File: config.mk
export PLATFORM = sky130hd
export DESIGN_NAME = upc_ctrl
export DESIGN_NICKNAME = d
export VERILOG_FILES = /design/src/rtl/upc_pkg.sv /design/src/rtl/upc_ctrl.sv
export SDC_FILE = /design/constraint.sdc
export NUM_CORES = 1
export LEC_CHECK = 0
export ABC_CLOCK_PERIOD_IN_PS = 3200
export BUFFER_PORTS_ARGS = -buffer_cell sky130_fd_sc_hd__buf_4
export CORE_AREA = 10 10 47 49
export DETAILED_ROUTE_END_ITERATION = 16
export DIE_AREA = 0 0 57 59
export GPL_TIMING_DRIVEN = 0
export HOLD_SLACK_MARGIN = 0.03
export PLACE_DENSITY = 0.63
export SLEW_MARGIN = 20
export SYNTH_ARGS = -nofsm -noshare
export SYNTH_HDL_FRONTEND = slang
export SYNTH_SLANG_ARGS = --single-unit
File: constraint.sdc
create_clock -name clk_i -period 3.2 [get_ports clk_i]
set_input_delay 0.8 -clock clk_i [delete_from_list [all_inputs] [get_ports clk_i]]
set_output_delay 0.8 -clock clk_i [all_outputs]
set_load 0.02 [all_outputs]
File: src/rtl/upc_pkg.sv
// ----------------------------------------------------------------------------
// upc_pkg: shared types and constants for the Unix time to calendar block
// Step codes, controller state encoding, command struct and the reciprocal
// constants used for the divisions by constants.
// ----------------------------------------------------------------------------
package upc_pkg;

  localparam int unsigned SecW  = 36;
  localparam int unsigned ZoneW = 17;
  localparam int unsigned AdjW  = 38;
  localparam int unsigned SeqW  = 20;

  localparam logic [SeqW-1:0] SeqLast = 20'd999999;

  // Julian day of the Unix epoch plus the method's 68569 bias
  localparam logic [21:0] JdBias = 22'd2509157;

  // floor(x / d) == (x * ceil(2^k / d)) >> k for x < 2^N when k >= N + ceil(log2 d)
  localparam int unsigned KDay = 40;  // x < 2^30, d = 675
  localparam int unsigned KN   = 42;  // x < 2^24, d = 146097
  localparam int unsigned KHr  = 29;  // x < 2^17, d = 3600
  localparam int unsigned KMin = 18;  // x < 2^12, d = 60
  localparam int unsigned KI   = 49;  // x < 2^28, d = 1461001
  localparam int unsigned KJ   = 31;  // x < 2^19, d = 2447
  localparam int unsigned K80  = 24;  // x < 2^17, d = 80
  localparam int unsigned K11  = 9;   // x < 2^5,  d = 11

  localparam longint unsigned MDayL = ((64'd1 << KDay) + 64'd674) / 64'd675;
  localparam longint unsigned MNL   = ((64'd1 << KN) + 64'd146096) / 64'd146097;
  localparam longint unsigned MHrL  = ((64'd1 << KHr) + 64'd3599) / 64'd3600;
  localparam longint unsigned MMinL = ((64'd1 << KMin) + 64'd59) / 64'd60;
  localparam longint unsigned MIL   = ((64'd1 << KI) + 64'd1461000) / 64'd1461001;
  localparam longint unsigned MJL   = ((64'd1 << KJ) + 64'd2446) / 64'd2447;
  localparam longint unsigned M80L  = ((64'd1 << K80) + 64'd79) / 64'd80;
  localparam longint unsigned M11L  = ((64'd1 << K11) + 64'd10) / 64'd11;

  localparam logic [30:0] MDay = MDayL[30:0];
  localparam logic [24:0] MN   = MNL[24:0];
  localparam logic [17:0] MHr  = MHrL[17:0];
  localparam logic [12:0] MMin = MMinL[12:0];
  localparam logic [28:0] MI   = MIL[28:0];
  localparam logic [19:0] MJ   = MJL[19:0];
  localparam logic [17:0] M80  = M80L[17:0];
  localparam logic [5:0]  M11  = M11L[5:0];

  typedef enum logic [4:0] {
    STEP_DAY  = 5'd0,
    STEP_TOD  = 5'd1,
    STEP_N    = 5'd2,
    STEP_L2   = 5'd3,
    STEP_X    = 5'd4,
    STEP_I    = 5'd5,
    STEP_L3   = 5'd6,
    STEP_J    = 5'd7,
    STEP_K    = 5'd8,
    STEP_D    = 5'd9,
    STEP_Y    = 5'd10,
    STEP_P_MM = 5'd11,
    STEP_P_DD = 5'd12,
    STEP_P_HH = 5'd13,
    STEP_P_MN = 5'd14,
    STEP_P_SS = 5'd15,
    STEP_P_SQ = 5'd16
  } step_e;

  typedef enum logic [2:0] {
    ST_IDLE = 3'b001,
    ST_CALC = 3'b010,
    ST_DONE = 3'b100
  } state_e;

  typedef struct packed {
    logic  load;
    logic  calc;
    step_e step;
    logic  publish;
  } dp_cmd_t;

endpackage

File: src/rtl/upc_ctrl.sv
// ----------------------------------------------------------------------------
// upc_ctrl: sequencer
// Steps the datapath through the conversion and owns the result valid flag.
// ----------------------------------------------------------------------------
module upc_ctrl (
  input  logic             clk_i,
  input  logic             rst_ni,
  input  logic             in_valid_i,
  output logic             in_ready_o,
  output logic             out_valid_o,
  input  logic             out_ready_i,
  output upc_pkg::dp_cmd_t cmd_o
);
  import upc_pkg::*;

  state_e state_q, state_d;
  step_e  step_q, step_d;
  logic   out_valid_q, out_valid_d;
  logic   in_fire;
  logic   publish;

  assign in_ready_o  = (state_q == ST_IDLE);
  assign in_fire     = in_valid_i && in_ready_o;
  assign publish     = (state_q == ST_DONE) && (!out_valid_q || out_ready_i);
  assign out_valid_o = out_valid_q;

  always_comb begin
    state_d = state_q;
    step_d  = step_q;
    case (state_q)
      ST_IDLE: begin
        if (in_valid_i) begin
          state_d = ST_CALC;
          step_d  = STEP_DAY;
        end
      end
      ST_CALC: begin
        if (step_q == STEP_P_SQ) begin
          state_d = ST_DONE;
        end else begin
          step_d = step_e'(step_q + 5'd1);
        end
      end
      ST_DONE: begin
        if (publish) begin
          state_d = ST_IDLE;
        end
      end
      default: begin
        state_d = ST_IDLE;
      end
    endcase
  end

  always_comb begin
    out_valid_d = out_valid_q;
    if (publish) begin
      out_valid_d = 1'b1;
    end else if (out_ready_i) begin
      out_valid_d = 1'b0;
    end
  end

  assign cmd_o.load    = in_fire;
  assign cmd_o.calc    = (state_q == ST_CALC);
  assign cmd_o.step    = step_q;
  assign cmd_o.publish = publish;

  always_ff @(posedge clk_i or negedge rst_ni) begin
    if (!rst_ni) begin
      state_q     <= ST_IDLE;
      step_q      <= STEP_DAY;
      out_valid_q <= 1'b0;
    end else begin
      state_q     <= state_d;
      step_q      <= step_d;
      out_valid_q <= out_valid_d;
    end
  end

`ifndef SYNTHESIS
  a_load_starts: assert property (@(posedge clk_i) disable iff (!rst_ni)
    in_fire |=> (state_q == ST_CALC) && (step_q == STEP_DAY))
    else $error("accepted beat did not start the step sequence");
  a_publish_free: assert property (@(posedge clk_i) disable iff (!rst_ni)
    publish |-> (!out_valid_q || out_ready_i))
    else $error("result overwritten before it was taken");
  a_step_bound: assert property (@(posedge clk_i) disable iff (!rst_ni)
    (state_q == ST_CALC) |-> (step_q <= STEP_P_SQ))
    else $error("step code beyond the last step");
  a_done_after_last: assert property (@(posedge clk_i) disable iff (!rst_ni)
    ((state_q == ST_CALC) && (step_q == STEP_P_SQ)) |=> (state_q == ST_DONE))
    else $error("sequence did not finish after the last step");
`endif
endmodule

==> summary.txt <==
Run status
  – Status: finished clean

Logic synthesis
  – Commonest cells in the netlist: 8 x dfrtp_1, 5 x inv_1, 4 x nand3_1, 4 x nor2_1, 3 x buf_4
  – Cell taking the most area after synthesis: dfrtp_1
  – Post-synth EDFFs: 0
  – Mapped Cells: 52
  – Sequential-to-total area share from yosys stat: 42.89%
  – FFs w/ async S/R, synth: 100.0%
  – Syn nets: 58
  – Yosys reg bits: 9
  – Largest cells by area after synthesis: dfrtp_1 38%, dfstp_2 5.0%, and4bb_2 4.7%, ha_1 4.7%, buf_4 4.3%
  – Yosys cell types: 29
  – Most frequent cell after synthesis: dfrtp_1
  – Post-synth top area share: 37.91%
  – Synth Warn #: 0
  – Avg Cell Area, Syn: 10.15 sq um
  – Post-synth top flop: dfrtp_1
  – Synthesized cell area: 528.0 sq um

Timing
  – RSZ-0062 raised after global routing: no
  – Setup TNS: 0 ns
  – Worst Slack Setup Final: 0.8593 ns
  – Maximum clock rate: 427.2 MHz
  – Max_slew headroom: 85.97%
  – Tmin final: 2.341 ns
  – Hold WS: 0.3426 ns
  – Final hold violation count: 0
  – Endpoints failing setup: 0
  – Worst slew pin tran: 0.2091 ns
  – Fin crit share: 73.15%
  – Layout Skew: 0.003704 ns
  – Slew Limit Fails: 0

CTS
  – Setup Buffers After CTS: 0
  – Worst-path clk slew: 0.07 ns
  – CTS resizes: 0
  – Root Buffer Master: clkbuf_4
  – Hold_buf cts: 0
  – # clock sinks: 9
  – CTS buffer count: 3
  – H-tree Lvls: 1
  – Clock latency on the worst-skew pair: 0.27 ns
  – CTS max path bufs: 2
  – TritonCTS clock tree: yes

Floorplan
  – Chip width: 57 um
  – Core Region: 1401 sq um
  – Die height: 59 um
  – Starting density of the core: 37.68%
  – Io pins: 14
  – Die ar.: 3363 sq um
  – FP Rows: 14

Detailed routing
  – Avg Vias per Cell: 5.094
  – Wire per inst: 12.76 um
  – DR DRC count: 0
  – 1st-iter DRT viols: 5
  – Final wirelength: 1.085 mm
  – First-pass DRT Iterations: 4
  – Routed Antenna Nets: 0
  – Via count: 433

Worst setup path
  – Worst setup startpoint: state_q[2]$_DFFE_PN0P_
  – CP arrival: 1.54 ns
  – Most used cell, CP: buf_4
  – Startpoint Class: register
  – Crit. End Element: primary output
  – Max incr delay on CP: 0.44 ns
  – Max Fanout on Critical Path: 8
  – CP bufs+invs: 4
  – Reg2reg start: step_q[0]$_DFFE_PN0P_
  – Crit path kind: reg -> out
  – Crit path cell chain: or3b_1 -> buf_6 -> inv_2 -> buf_4 -> buf_4
  – Worst Path Required: 2.40 ns
  – Crit path max-delay family: flip-flops
  – Slowest cell on the critical path: dfrtp_1

GRT
  – Global route overflow: 0
  – Initial antenna violation count: 0
  – Global-route wire length before repair: 1.918 mm
  – Maximum number of pins on one net before global-route repair: 10
  – Number of global-route vias before repair: 423
  – Total global-route track usage: 7.177%

Place
  – Gpl congestion: 0.8001
  – Setup slack after placement: 0.8867 ns
  – Port Buffers: 13
  – DP HPWL: 860.6 um

Layout
  – Core Util, Final: 48.04%
  – Share of layout cells above drive strength 1: 39.13%
  – Area grow syn2layout: 27.49%
  – Nets: 76
  – Diode count: 0

Job
  – # Max-Cap Violations: 0

Pwr
  – Pwr Density: 677.6 nW/um^2
  – VDD IR max: 0.5150 mV
  – Total Power: 456.1 uW
  – Leak: 0.3395 nW

Min path
  – Hold Crit Class: in -> async
worst paths after layout:
path | endpoint | slack [ns] | cells after the start
setup / recovery | cmd_o[6] | 0.86 | 5
hold / removal | step_q[4]$_DFFE_PN0P_ | 0.34 | 1
setup reg to reg | step_q[1]$_DFFE_PN0P_ | 1.68 | 5
hold reg to reg | state_q[2]$_DFFE_PN0P_ | 0.53 | 1
max in group asynchronous | state_q[0]$_DFFE_PN1P_ | 2.64 | 1
min in group clk_i | state_q[2]$_DFFE_PN0P_ | 0.53 | 1
power breakdown:
| part | switching (mW) | internal, mW | total (mW) |
|---|---|---|---|
| registers | 0.0275 | 0.141 | 0.168 |
| clock network | 0.0453 | 0.0463 | 0.0916 |
| logic | 0.104 | 0.0929 | 0.197 |
layer usage:
layer / vias up / wire length (um) / global-route usage [%]
li1: 213 / - / -
met1: 208 / 480 / 7.860
met5: - / 0 / 0
met2: 7 / 517 / 11.01
met4: 0 / 33 / 5.034
met3: 5 / 53 / 3.004
cell type report:
class / count / area, sq um
buffer: 4 / 33.78
clock buffer: 3 / 22.52
clock inverter: 1 / 5.005
fill: 154 / 728.2
inverter: 6 / 22.52
multi-input combinational: 33 / 245.2
sequential: 9 / 226.5
tap: 16 / 20.02
timing repair buffer: 13 / 97.59
kinds of logic (layout without fill, tap and decap cells):
kind of cell / Yosys count / count (layout) / synth area share [%]
simple gates: 20 / 20 / 25.12
buf+inv: 10 / 27 / 10.66
flops: 9 / 9 / 42.89
compound gates: 7 / 7 / 9.481
xor+xnor: 3 / 3 / 4.977
fa+ha+maj: 2 / 2 / 4.739
mux: 1 / 1 / 2.133
worst reg2reg max path: cells and delay by family (launching register included):
kind / cells / cell delay (ns)
DFF: 1 / 0.43
and+or+nand+nor: 2 / 0.38
muxes: 1 / 0.31
adders and majority gates: 1 / 0.21
buffers and inverters: 1 / 0.09
registers in the layout (all words and copies together) (netlist names):
signal       flops
out_valid_o      1
state_q          3
step_q           5
cells in the final DEF (no fill, tap or decap), types with 2 or more instances in the layout:
| cell type | instances |
|---|---|
| buf_4 | 16 |
| nand2_1 | 2 |
| ha_1 | 2 |
| nand3_1 | 4 |
| inv_1 | 5 |
| clkbuf_4 | 3 |
| and4bb_2 | 2 |
| nor2_1 | 4 |
| dfrtp_1 | 8 |
| xor2_1 | 2 |
per-stage QoR:
step	cells	cell area (sq um)
2_1_floorplan	52	528.0
5_1_grt	85	673.1
3_3_place_gp	81	645.6
4_1_cts	85	673.1
6_report	85	673.1
3_5_place_dp	81	645.6
No activity file was read; power rests on OpenSTA's default activity.
